==> src/rtl/akq_pkg.sv <==
`timescale 1ns / 1ps
// Package: shared types, constants and controller command/status structs for the key quicksort.
package akq_pkg;

    localparam int MaxItemsDefault = 64;
    localparam int KeyW = 32;
    localparam int TagW = 16;

    localparam logic [1:0] AXIS_X = 2'd0;
    localparam logic [1:0] AXIS_Y = 2'd1;

    typedef struct packed {
        logic [15:0] item_tag;
        logic signed [31:0] coord_x;
        logic signed [31:0] coord_y;
        logic signed [31:0] coord_z;
        logic final_item;
    } t_in_item;

    typedef struct packed {
        logic [15:0] sorted_tag;
        logic signed [31:0] sorted_key;
        logic end_of_run;
    } t_out_item;

    // datapath operations requested by the controller
    localparam logic [3:0] OP_NONE   = 4'd0;
    localparam logic [3:0] OP_LOAD   = 4'd1;
    localparam logic [3:0] OP_INIT   = 4'd2;
    localparam logic [3:0] OP_POP    = 4'd3;
    localparam logic [3:0] OP_RDPIV  = 4'd4;
    localparam logic [3:0] OP_RDJ    = 4'd5;
    localparam logic [3:0] OP_CMP    = 4'd6;
    localparam logic [3:0] OP_RDM    = 4'd7;
    localparam logic [3:0] OP_WRJ    = 4'd8;
    localparam logic [3:0] OP_FINRD  = 4'd9;
    localparam logic [3:0] OP_FINWR  = 4'd10;
    localparam logic [3:0] OP_PUSH   = 4'd11;
    localparam logic [3:0] OP_ORD    = 4'd12;
    localparam logic [3:0] OP_OEMIT  = 4'd13;

    typedef struct packed {
        logic [3:0] op;
    } t_cmd;

    typedef struct packed {
        logic stack_empty;
        logic range_ok;
        logic scan_done;
        logic cmp_le;
        logic out_last;
        logic set_empty;
    } t_status;

endpackage

==> src/rtl/akq_ctrl.sv <==
`timescale 1ns / 1ps
// Controller: sequences load, partition passes, stack pushes and output.
module akq_ctrl
    import akq_pkg::*;
(
    input  logic    i_clk,
    input  logic    i_rst_n,
    input  logic    i_start,
    input  logic    i_final,
    input  t_status i_status,
    output t_cmd    o_cmd,
    output logic    o_busy
);
    localparam logic [3:0] S_IDLE = 4'd0, S_INIT = 4'd1, S_WAITTOP = 4'd2, S_CHK = 4'd3,
        S_POP = 4'd4, S_RANGE = 4'd5, S_PIV = 4'd6, S_RDJ = 4'd7, S_CMP = 4'd8,
        S_RDM = 4'd9, S_WRJ = 4'd10, S_FRD = 4'd11, S_FWR = 4'd12, S_PUSH = 4'd13,
        S_ORD = 4'd14, S_OEM = 4'd15;

    logic [3:0] r_state, n_state;
    logic [3:0] w_op;

    always_comb begin
        n_state = r_state;
        w_op = OP_NONE;
        case (r_state)
            S_IDLE: if (i_start) begin
                w_op = OP_LOAD;
                if (i_final) n_state = S_INIT;
            end
            S_INIT: begin w_op = OP_INIT; n_state = S_WAITTOP; end
            S_WAITTOP: n_state = S_CHK;
            S_CHK: n_state = i_status.stack_empty ? S_ORD : S_POP;
            S_POP: begin w_op = OP_POP; n_state = S_RANGE; end
            S_RANGE: n_state = i_status.range_ok ? S_PIV : S_WAITTOP;
            S_PIV: begin w_op = OP_RDPIV; n_state = S_RDJ; end
            S_RDJ: begin
                if (i_status.scan_done) begin
                    n_state = S_FRD;
                end else begin
                    w_op = OP_RDJ;
                    n_state = S_CMP;
                end
            end
            S_CMP: begin
                w_op = OP_CMP;
                n_state = i_status.cmp_le ? S_RDM : S_RDJ;
            end
            S_RDM: begin w_op = OP_RDM; n_state = S_WRJ; end
            S_WRJ: begin w_op = OP_WRJ; n_state = S_RDJ; end
            S_FRD: begin w_op = OP_FINRD; n_state = S_FWR; end
            S_FWR: begin w_op = OP_FINWR; n_state = S_PUSH; end
            S_PUSH: begin
                w_op = OP_PUSH;
                if (i_status.set_empty) n_state = S_WAITTOP;
            end
            S_ORD: begin w_op = OP_ORD; n_state = S_OEM; end
            S_OEM: begin
                w_op = OP_OEMIT;
                n_state = i_status.out_last ? S_IDLE : S_ORD;
            end
            default: n_state = S_IDLE;
        endcase
    end

    always_ff @(posedge i_clk) begin
        if (!i_rst_n) r_state <= S_IDLE;
        else r_state <= n_state;
    end

    assign o_cmd.op = w_op;
    assign o_busy = (r_state != S_IDLE);

    a_load_idle: assert property (@(posedge i_clk) disable iff (!i_rst_n)
        (w_op == OP_LOAD) |-> (r_state == S_IDLE)) else $error("load outside idle");
    a_final_sort: assert property (@(posedge i_clk) disable iff (!i_rst_n)
        (r_state == S_IDLE && i_start && i_final) |=> (r_state == S_INIT))
        else $error("sort not started");
    a_emit_done: assert property (@(posedge i_clk) disable iff (!i_rst_n)
        (r_state == S_OEM && i_status.out_last) |=> !o_busy)
        else $error("no return to idle");
endmodule

==> config.mk <==
export PLATFORM = sky130hd
export DESIGN_NAME = akq_ctrl
export DESIGN_NICKNAME = d
export VERILOG_FILES = /design/src/rtl/akq_pkg.sv /design/src/rtl/akq_ctrl.sv
export SDC_FILE = /design/constraint.sdc
export NUM_CORES = 1
export LEC_CHECK = 0
export ABC_CLOCK_PERIOD_IN_PS = 1200
export BUFFER_PORTS_ARGS = -buffer_cell sky130_fd_sc_hd__buf_4
export CORE_AREA = 5 5 42 44
export DETAILED_ROUTE_END_ITERATION = 7
export DIE_AREA = 0 0 47 49
export PLACE_DENSITY = 0.58
export RECOVER_POWER = 50
export SLEW_MARGIN = 10
export SYNTH_ARGS = -nofsm -noshare
export SYNTH_HDL_FRONTEND = slang
export SYNTH_SLANG_ARGS = --single-unit
export TNS_END_PERCENT = 5
==> constraint.sdc <==
create_clock -name i_clk -period 1.2 [get_ports i_clk]
set_input_delay 0.06 -clock i_clk [delete_from_list [all_inputs] [get_ports i_clk]]
set_output_delay 0.06 -clock i_clk [all_outputs]
set_load 0.03 [all_outputs]
==> metrics.csv, run 1 <==
stage;metric;value;unit
sta;Final setup viols;5;
detailed_routing;WL/cell;12.2;um
worst_hold_path;WHS Endpoint;r_state[1]$_SDFFE_PN0P_;
cts;htree depth;1;
detailed_routing;DRC;0;
placed_design;I/O Buffers;14;
layout;max reg flops;4;
yosys;Synth Area in Adders;0;%
layout;Post-Layout Inst Area;688;um2
layout;utilization after layout;49.1;%
detailed_routing;post-route ant nets;0;
outcome;failing checks;setup timing;
detailed_routing;metal1 wirelength;548;um
sta;final count of hold timing violations;0;
yosys;cell area after synthesis;432;um2
worst_setup_path;RR Endpoint;r_state[0]$_SDFFE_PN0P_;
pwr;Power Total;0.000647;W
yosys;Compound-Gate Fraction of Synth Area;36.2;%
placed_design;global placer's final weighted congestion;0.785;
floorplanning;Starting Density;30.8;%
sta;RSZ-0062 raised after global routing;yes;
worst_setup_path;critical path launch point type;register;
worst_setup_path;CP dominant cell by count;buf_6;
detailed_routing;via count;518;
worst_setup_path;CP max stage delay;0.51;ns
sta;worst relative slew slack;82.8;%
cts;CTS Hold Bufs;0;
layout;Final #Nets;95;
yosys;syn_nets;68;
pwr;Pwr Density;941;nW/um2
layout;layout cells sized above 1;51.8;%
floorplanning;IO Count;15;
worst_hold_path;worst min-delay path class;input pin to register;
sta;clock skew;0.00292;ns
sta;actual slew at the worst max-slew pin;0.254;ns
worst_setup_path;Reg2Reg Depth;5;
cts;clk slew on worst S/H paths;0.04;ns
detailed_routing;drt first-iter violations;9;
cts;CTS tree;yes;
floorplanning;core area;1400;um2
yosys;main combinational cell family by area after synthesis;compound AO/OA/AOI/OAI gates;
floorplanning;Die ar.;2300;um2
placed_design;HPWL Detailed;884;um
yosys;Synth Instances;58;
global_routing;global route total overflow;0;
cts;Root Driver;clkbuf_4;
sta;period utilization;118;%
sta;worst setup margin;-0.222;ns
layout;Most flops, register;r_state;
yosys;Synth Area in Simple Gates;27.8;%
worst_setup_path;crit path max fanout;5;
cts;clock sink count;4;
sta;WHS;0.0835;ns
detailed_routing;drt pass-1 iters;4;
placed_design;Area after DPL;611;um2
detailed_routing;drt total wl;1.21;mm
floorplanning;die width;47;um
worst_setup_path;crit path DAT;1.36;ns
cts;Num CTS Buffers;3;
detailed_routing;met2 wire length;535;um
sta;post-route minimum period;1.42;ns
outcome;status;complete, but fails checks;
yosys;register area share after synthesis;18.6;%
cts;CTS max path bufs;2;
layout;Synth-to-Final Area Change;59.4;%
yosys;Yosys cell types;30;
global_routing;largest net degree at the start of global routing;15;
global_routing;vias in the first global route;468;
yosys;Yosys warnings;0;
sta;Fmax achieved;0.703;GHz
layout;diodes inserted;0;
worst_setup_path;FF-to-FF setup slack;-0.16;ns
cts;later-pin clock latency in the skew report;0.25;ns
worst_hold_path;hold depth;3;
yosys;multiplexer area fraction after synthesis;2.32;%
floorplanning;Rows;14;
pwr;Max VDD drop;388;uV
pwr;cell leakage power;0.300;nW
yosys;Synth Register Bits;4;
run;max_cap viols;0;
global_routing;initial antenna violation count;0;
sta;setup_tns;-0.706;ns
detailed_routing;Via density;5.23;
global_routing;global-route wire length before repair;2.04;mm
detailed_routing;Max Used Layer;met4;
worst_setup_path;required time worst endpoint;1.14;ns
worst_setup_path;Crit. End Element;output port;
floorplanning;die height;49;um
global_routing;Tot GR Track Use;12.1;%
worst_setup_path;CP max stage cell;or4_4;
sta;Final Slew Violations;0;
yosys;area share of xor/xnor cells in the synthesized design;0;%
worst_hold_path;hold_sp;i_rst_n;
worst_setup_path;crit path cell chain;buf_6 > or4_4 > buf_6;
worst_setup_path;reg-to-reg startpoint;r_state[3]$_SDFFE_PN0P_;
detailed_routing;met3 WL;90;um
layout;biggest regs;r_state x4;
yosys;synthesized area per cell;7.44;um2
worst_setup_path;Crit Path Class;register to output port;
==> synth_stat cells, drive strengths merged <==
library cell | n | area, um2
o31ai | 1 | 7.51
o22ai | 1 | 6.26
a211o | 1 | 8.76
or4 | 1 | 11.3
o21a | 2 | 15.0
dfxtp | 4 | 80.1
a211oi | 3 | 22.5
o211ai | 1 | 7.51
o311ai | 1 | 8.76
a311oi | 1 | 8.76
nand4b | 1 | 8.76
o21ai | 3 | 15.0
a31oi | 4 | 25.0
or3 | 1 | 6.26
or2 | 3 | 18.8
inv | 4 | 15.0
nor2 | 3 | 11.3
nand3 | 1 | 5.00
nor4bb | 1 | 10.0
nor3b | 3 | 22.5
nand2b | 1 | 6.26
o21bai | 1 | 7.51
buf | 7 | 50.1
nand2 | 3 | 11.3
and3b | 1 | 8.76
mux2i | 1 | 10.0
a21oi | 4 | 23.8
==> worst max path at each step <==
stage | start | to | slack (ns) | depth (start not counted)
6_report | r_state[3]$_SDFFE_PN0P_ | o_busy | -0.22 | 3
5_1_grt | r_state[3]$_SDFFE_PN0P_ | o_busy | -0.26 | 3
4_1_cts | r_state[3]$_SDFFE_PN0P_ | o_busy | -0.23 | 3
3_5_place_dp | r_state[3]$_SDFFE_PN0P_ | r_state[0]$_SDFFE_PN0P_ | -0.05 | 4
3_3_place_gp | r_state[3]$_SDFFE_PN0P_ | r_state[0]$_SDFFE_PN0P_ | -0.03 | 4
2_1_floorplan | r_state[1]$_SDFFE_PN0P_ | r_state[0]$_SDFFE_PN0P_ | -0.09 | 4
==> critical path: cells and delay by family, from the launching register on <==
family | cells | cell delay [ns]
flip-flops | 1 | 0.33
buffers and inverters | 2 | 0.27
AND/OR/NAND/NOR | 1 | 0.51
==> timing repair <==
item,in CTS,in global routing
setup endpoints to repair,8,7
setup buffers,2,0
gates resized for setup,8,6
gates cloned,0,0
pin swaps,1,3
==> metal layers <==
layer  global-route usage [%]  vias to the layer above
li1                         -                      267
met1                     17.1                      230
met2                     15.6                       17
met3                     2.58                        4
met4                     8.29                        0
met5                        0                        -
==> cell type report <==
class | instances | area (um2)
flip-flops and latches | 4 | 88.8
clock buffers | 3 | 22.5
multi-input cells | 43 | 313
inverters | 4 | 15.0
well taps | 16 | 20.0
fillers | 149 | 713
repair buffers | 29 | 229
==> cells in the final DEF (no fill, tap or decap), types with 3 or more instances in the layout <==
master | Yosys | layout
a211oi_1 | 3 | 3
a31oi_1 | 4 | 4
buf_4 | 1 | 24
buf_6 | 2 | 4
clkbuf_4 | 0 | 3
inv_1 | 4 | 4
nand2_1 | 3 | 3
nor2_1 | 3 | 3
nor3b_1 | 3 | 3
==> per-stage QoR <==
stage,cells,setup WS (ns)
detailed placement,94,-0.0505
floorplan,58,-0.0882
CTS,99,-0.225
global placement,94,-0.0305
global route,99,-0.264
finish,99,-0.222
==> cells by family (layout without fill, tap and decap cells) <==
kind of cell           count (synthesis)  in the layout
AO/OA/AOI/OAI                         23             23
AND/OR/NAND/NOR                       19             19
multiplexers                           1              1
flip-flops                             4              4
buffers and inverters                 11             36
==> report_power, final <==
part | leakage (nW) | switching, W | internal, W
registers | 0.0345 | 0.0000224 | 0.000145
logic | 0.252 | 0.000134 | 0.000163
clock network | 0.0138 | 0.0000695 | 0.000113
No activity file was read; power rests on OpenSTA's default activity.
==> run 2, diff against run 1 <==
- PLACE_DENSITY: 0.58 -> unset
==> run 2 against run 1 <==
The run still ends with setup timing left. Sequential power decreased by 8%. Design area increased by 4.2%. Flip-flop and latch count unchanged. Largest power group unchanged. Largest cell class unchanged. Cell count increased by 1.0%. Hold slack improved by 0.011 ns. Worst setup slack improved by 0.081 ns. Wire length increased by 6.7%. Via count increased by 3.9%. Sequential share of layout area decreased by 0.87 points. Core utilization increased by 2.1 points. Clock skew about the same. First-iteration DRC count increased by 67%.
==> metrics.csv, run 2 (synthesized netlist as in run 1, its figures left out) <==
stage;metric;value;unit;change
floorplanning;Starting Density;30.8;%;unchanged
layout;Post-Layout Cell Count;100;;was 99
placed_design;Area after DPL;608;um2;was 611 um2
floorplanning;die width;47;um;unchanged
sta;worst relative slew slack;85.2;%;was 82.8%
worst_setup_path;Reg2Reg Depth;5;;unchanged
cts;CTS Hold Bufs;0;;unchanged
layout;Final #Nets;96;;was 95
sta;RSZ-0062 raised after global routing;yes;;unchanged
global_routing;largest net degree at the start of global routing;19;;was 15
detailed_routing;Via density;5.38;;was 5.23
worst_hold_path;worst min-delay path class;input pin to register;;unchanged
layout;Post-Layout Inst Area;717;um2;was 688 um2
worst_setup_path;Crit Path Class;register to output port;;unchanged
sta;period utilization;112;%;was 118%
cts;clock sink count;4;;unchanged
global_routing;initial antenna violation count;0;;unchanged
sta;post-route minimum period;1.34;ns;was 1.42 ns
worst_setup_path;reg-to-reg startpoint;r_state[0]$_SDFFE_PN0P_;;was r_state[3]$_SDFFE_PN0P_
outcome;status;complete, but fails checks;;unchanged
sta;worst setup margin;-0.141;ns;was -0.222 ns
worst_setup_path;RR Endpoint;r_state[1]$_SDFFE_PN0P_;;was r_state[0]$_SDFFE_PN0P_
worst_setup_path;crit path max fanout;7;;was 5
sta;actual slew at the worst max-slew pin;0.218;ns;was 0.254 ns
floorplanning;die height;49;um;unchanged
placed_design;global placer's final weighted congestion;0.753;;was 0.785
global_routing;global route total overflow;0;;unchanged
worst_setup_path;critical path launch point type;register;;unchanged
pwr;Power Total;0.000658;W;was 0.000647 W
sta;clock skew;0.00318;ns;was 0.00292 ns
cts;CTS tree;yes;;unchanged
floorplanning;core area;1400;um2;unchanged
worst_hold_path;hold depth;3;;unchanged
floorplanning;Rows;14;;unchanged
floorplanning;IO Count;15;;unchanged
detailed_routing;drt pass-1 iters;4;;unchanged
detailed_routing;drt first-iter violations;15;;was 9
placed_design;dpl cells;92;;was 94
layout;most common cell after layout, fill and taps aside;buf_4;;unchanged
detailed_routing;via count;538;;was 518
detailed_routing;DRC;0;;unchanged
worst_hold_path;WHS Endpoint;r_state[1]$_SDFFE_PN0P_;;unchanged
layout;Synth-to-Final Area Change;66.1;%;was 59.4%
sta;Final setup viols;6;;was 5
sta;setup_tns;-0.449;ns;was -0.706 ns
sta;Fmax achieved;0.745;GHz;was 0.703 GHz
layout;Most flops, register;r_state;;unchanged
worst_setup_path;Crit. End Element;output port;;unchanged
cts;CTS max path bufs;2;;unchanged
cts;clk slew on worst S/H paths;0.04;ns;about the same
cts;Num CTS Buffers;3;;unchanged
detailed_routing;post-route ant nets;0;;unchanged
placed_design;I/O Buffers;14;;unchanged
layout;biggest regs;r_state x4;;unchanged
detailed_routing;drt total wl;1.29;mm;was 1.21 mm
worst_setup_path;crit path DAT;1.28;ns;was 1.36 ns
cts;htree depth;1;;unchanged
outcome;failing checks;setup timing;;unchanged
sta;final count of hold timing violations;0;;unchanged
pwr;cell leakage power;0.316;nW;was 0.300 nW
global_routing;Tot GR Track Use;11.5;%;was 12.1%
layout;diodes inserted;0;;unchanged
detailed_routing;WL/cell;12.9;um;was 12.2 um
pwr;Pwr Density;917;nW/um2;was 941 nW/um2
layout;layout cells sized above 1;53.6;%;was 51.8%
pwr;Max VDD drop;670;uV;was 388 uV
global_routing;vias in the first global route;476;;was 468
run;max_cap viols;0;;unchanged
worst_hold_path;hold_sp;i_rst_n;;unchanged
floorplanning;Die ar.;2300;um2;unchanged
cts;Root Driver;clkbuf_4;;unchanged
worst_setup_path;FF-to-FF setup slack;-0.09;ns;was -0.16 ns
sta;Final Slew Violations;0;;unchanged
placed_design;HPWL Detailed;880;um;was 884 um
cts;later-pin clock latency in the skew report;0.24;ns;was 0.25 ns
layout;most frequent cells in the layout;22 x buf_4, 7 x buf_6, 4 x inv_1, 4 x a31oi_1;;was 24 x buf_4, 4 x inv_1, 4 x a31oi_1, 4 x buf_6
layout;max reg flops;4;;unchanged
global_routing;global-route wire length before repair;2.00;mm;was 2.04 mm
worst_setup_path;required time worst endpoint;1.14;ns;about the same
-- run 2: cell types whose count changed in the layout (fill, tap and decap cells not counted), sizes merged --
cell / change
buf: +2
clkbuf: -1
-- run 2: worst max path at each step --
stage	from	endpoint	cells after the start
after global routing	r_state[0]$_SDFFE_PN0P_	o_cmd[1]	5
after global placement	r_state[3]$_SDFFE_PN0P_	r_state[0]$_SDFFE_PN0P_	3
after detailed placement	r_state[3]$_SDFFE_PN0P_	r_state[0]$_SDFFE_PN0P_	3
final	r_state[2]$_SDFFE_PN0P_	o_busy	3
after floorplan	r_state[1]$_SDFFE_PN0P_	r_state[0]$_SDFFE_PN0P_	4
after CTS	r_state[3]$_SDFFE_PN0P_	o_busy	2
-- run 2: area by class of cell --
type                       count  area [um2]
inverter                       4        15.0
sequential                     4        86.3
fill                         134         684
timing repair buffer          30         264
clock buffer                   3        22.5
tap                           16        20.0
multi-input combinational     43         309
-- run 2: timing repair --
item                       4_1_cts  5_1_grt
buffers inserted                 1        4
pin swaps                        1        4
setup endpoints to repair        9        8
resized for setup               10        6
-- run 2: worst max-delay path, stage by stage (launching register included) --
cell     delay [ns]
dfxtp_2        0.33
buf_6          0.13
or4_4          0.43
buf_6          0.16
-- run 2: metrics by stage --
stage          hold WS, ns  worst slack, ns  util, %
3_3_place_gp         0.342          -0.0597     43.4
2_1_floorplan        0.200          -0.0882        -
6_report            0.0942           -0.141     51.2
4_1_cts             0.0855           -0.161     47.5
5_1_grt             0.0988           -0.175     51.2
3_5_place_dp         0.337          -0.0877     43.4
-- run 2: power by group --
| part | switching, W | leakage (nW) | internal, W |
|---|---|---|---|
| clock network | 0.0000647 | 0.0138 | 0.000113 |
| logic | 0.000151 | 0.268 | 0.000175 |
| registers | 0.0000112 | 0.0342 | 0.000143 |
| total | 0.000227 | 0.316 | 0.000431 |
-- run 2: metal layers --
metal,track usage [%],up-vias,share of wire [%]
met5,0,-,0
met4,5.53,0,3.0
met3,2.58,4,6.0
met2,16.5,17,46
met1,15.6,247,45
li1,-,270,-
==> run 3, diff against run 2 <==
- ABC_CLOCK_PERIOD_IN_PS: 1200 -> 1500
- clock period: 1.2 -> 1.5 ns (I/O delays scaled with it)
==> run 3 against run 2 <==
The flow now finishes without violations. Global-route usage is 0.70 points higher. Sequential share of layout area increased by 2.3 points. Die area unchanged. Flip-flop and latch count unchanged. Wire length decreased by 7.6%. Clock power shrank 22%. Hold slack worse by 0.0048 ns. Via count down 9.3%. Cell count shrank 10%. First-iteration DRC count down 40%. Sequential power decreased by 14%. Largest power group unchanged. Highest routed layer unchanged.
==> metrics.csv, run 3 (synthesized netlist as in run 1, its figures left out) <==
stage;metric;value;unit;change
pwr;Gate power share;41.3;%;was 49.6%
layout;max reg flops;4;;unchanged
placed_design;Area after DPL;552;um2;was 608 um2
sta;final count of hold timing violations;0;;unchanged
worst_setup_path;Crit Path Class;register to output port;;unchanged
sta;worst setup margin;0.0499;ns;was -0.141 ns
sta;actual slew at the worst max-slew pin;0.314;ns;was 0.218 ns
cts;htree depth;1;;unchanged
detailed_routing;drt total wl;1.19;mm;was 1.29 mm
detailed_routing;drt pass-1 iters;4;;unchanged
sta;Fmax achieved;0.690;GHz;
sta;Final setup viols;0;;was 6
layout;most frequent cells in the layout;19 x buf_4, 4 x inv_1, 4 x a31oi_1;;was 22 x buf_4, 7 x buf_6, 4 x inv_1, 4 x a31oi_1
placed_design;global placer's final weighted congestion;0.827;;was 0.753
cts;postcts setup bufs;0;;was 1
layout;Synth-to-Final Area Change;33.0;%;was 66.1%
sta;post-route minimum period;1.45;ns;
floorplanning;Die ar.;2300;um2;unchanged
outcome;status;complete, no violations;;was complete, but fails checks
cts;CTS Hold Bufs;0;;unchanged
global_routing;initial antenna violation count;0;;unchanged
pwr;switching share of power;35.2;%;was 34.5%
global_routing;global-route wire length before repair;2.04;mm;was 2.00 mm
sta;RSZ-0062 raised after global routing;no;;was yes
worst_setup_path;Crit. End Element;output port;;unchanged
placed_design;I/O Buffers;14;;unchanged
pwr;Power Total;0.000460;W;was 0.000658 W
cts;Root Driver;clkbuf_4;;unchanged
floorplanning;die width;47;um;unchanged
cts;CTS max path bufs;2;;unchanged
pwr;cell leakage power;0.249;nW;was 0.316 nW
global_routing;global route total overflow;0;;unchanged
floorplanning;Starting Density;30.8;%;unchanged
sta;worst relative slew slack;79.0;%;was 85.2%
global_routing;largest net degree at the start of global routing;19;;unchanged
pwr;Max VDD drop;343;uV;was 670 uV
pwr;Pwr Density;802;nW/um2;was 917 nW/um2
floorplanning;IO Count;15;;unchanged
worst_setup_path;critical path launch point type;register;;unchanged
sta;period utilization;96.7;%;
worst_setup_path;Reg2Reg Depth;4;;was 5
layout;most common cell after layout, fill and taps aside;buf_4;;unchanged
floorplanning;Rows;14;;unchanged
sta;Final Slew Violations;0;;unchanged
worst_hold_path;worst min-delay path class;input pin to register;;unchanged
global_routing;Tot GR Track Use;12.2;%;was 11.5%
cts;Num CTS Buffers;3;;unchanged
detailed_routing;WL/cell;13.2;um;was 12.9 um
layout;Most flops, register;r_state;;unchanged
worst_setup_path;crit path DAT;1.38;ns;was 1.28 ns
detailed_routing;post-route ant nets;0;;unchanged
pwr;Seq pwr share;28.6;%;was 23.5%
sta;setup_tns;0;ns;was -0.449 ns
layout;biggest regs;r_state x4;;unchanged
detailed_routing;via count;488;;was 538
layout;Multi-input gate area;287;um2;was 309 um2
pwr;Int Pwr;0.000298;W;was 0.000431 W
floorplanning;core area;1400;um2;unchanged
cts;clk slew on worst S/H paths;0.04;ns;about the same
run;max_cap viols;0;;unchanged
placed_design;HPWL Detailed;895;um;was 880 um
detailed_routing;DRC;0;;unchanged
layout;layout cells sized above 1;40.5;%;was 53.6%
layout;Fill cells;164;;was 134
worst_hold_path;hold depth;3;;unchanged
cts;CTS tree;yes;;unchanged
global_routing;vias in the first global route;457;;was 476
sta;clock skew;0.00319;ns;was 0.00318 ns
layout;Post-Layout Inst Area;574;um2;was 717 um2
pwr;NetSw;0.000162;W;was 0.000227 W
placed_design;dpl ws;0.204;ns;was -0.0877 ns
cts;clock sink count;4;;unchanged
floorplanning;die height;49;um;unchanged
detailed_routing;drt first-iter violations;9;;was 15
layout;Final #Nets;86;;was 96
pwr;Clk pwr share;30.1;%;was 26.9%
cts;later-pin clock latency in the skew report;0.24;ns;about the same
worst_setup_path;required time worst endpoint;1.42;ns;was 1.14 ns
layout;diodes inserted;0;;unchanged
layout;FF/Latch Area;82.6;um2;was 86.3 um2
worst_setup_path;crit path max fanout;10;;was 7
detailed_routing;Via density;5.42;;was 5.38
run 3: cell types whose count changed in the layout (fill, tap and decap cells not counted), sizes merged:
cell / change
buf: -11
clkbuf: +1
run 3: worst paths after layout:
check | slack (ns) | startpoint | to
min | 0.09 | i_rst_n | r_state[1]$_SDFFE_PN0P_
min reg2reg | 0.60 | r_state[2]$_SDFFE_PN0P_ | r_state[0]$_SDFFE_PN0P_
max reg2reg | 0.25 | r_state[1]$_SDFFE_PN0P_ | r_state[2]$_SDFFE_PN0P_
max | 0.05 | r_state[1]$_SDFFE_PN0P_ | o_busy
run 3: per-layer routing:
metal | vias up | part of all wire (%) | track usage [%] | wire [um]
met5 | - | 0 | 0 | 0
met4 | 0 | 1.3 | 5.53 | 16
met3 | 4 | 7.2 | 5.17 | 86
met2 | 13 | 48 | 17.0 | 571
met1 | 224 | 43 | 15.8 | 514
li1 | 247 | - | - | -
run 3: power groups by stage:
stage / Clock, W / Combinational [W] / Sequential [W]
after floorplan: 0 / 0.000133 / 0.000119
after global placement: 0 / 0.000191 / 0.000133
after detailed placement: 0 / 0.000193 / 0.000133
after CTS: 0.000141 / 0.000194 / 0.000131
after global routing: 0.000143 / 0.000208 / 0.000133
final: 0.000138 / 0.000190 / 0.000132
run 3: stage by stage:
step                      cells  hold slack (ns)  util [%]
after floorplan              58            0.215         -
final                        90           0.0894      41.0
after CTS                    90           0.0878      41.1
after detailed placement     87            0.344      39.4
after global placement       87            0.352      39.4
after global routing         90            0.118      41.0
run 3: critical path, stage by stage, from the launching register on:
cell and delay, ns:
dfxtp_1 0.39, or4_4 0.56, buf_4 0.18
run 3: area by class of cell:
class / instances / share of cell area, %
multi-input cells: 43 / 49.9
repair buffers: 20 / 25.7
flip-flops and latches: 4 / 14.4
clock buffers: 3 / 3.92
well taps: 16 / 3.49
inverters: 4 / 2.61
run 3: repair_timing:
item / 4_1_cts / 5_1_grt
cloned: 0 / 0
gates resized for setup: 1 / 2
setup endpoints to repair: 1 / 2
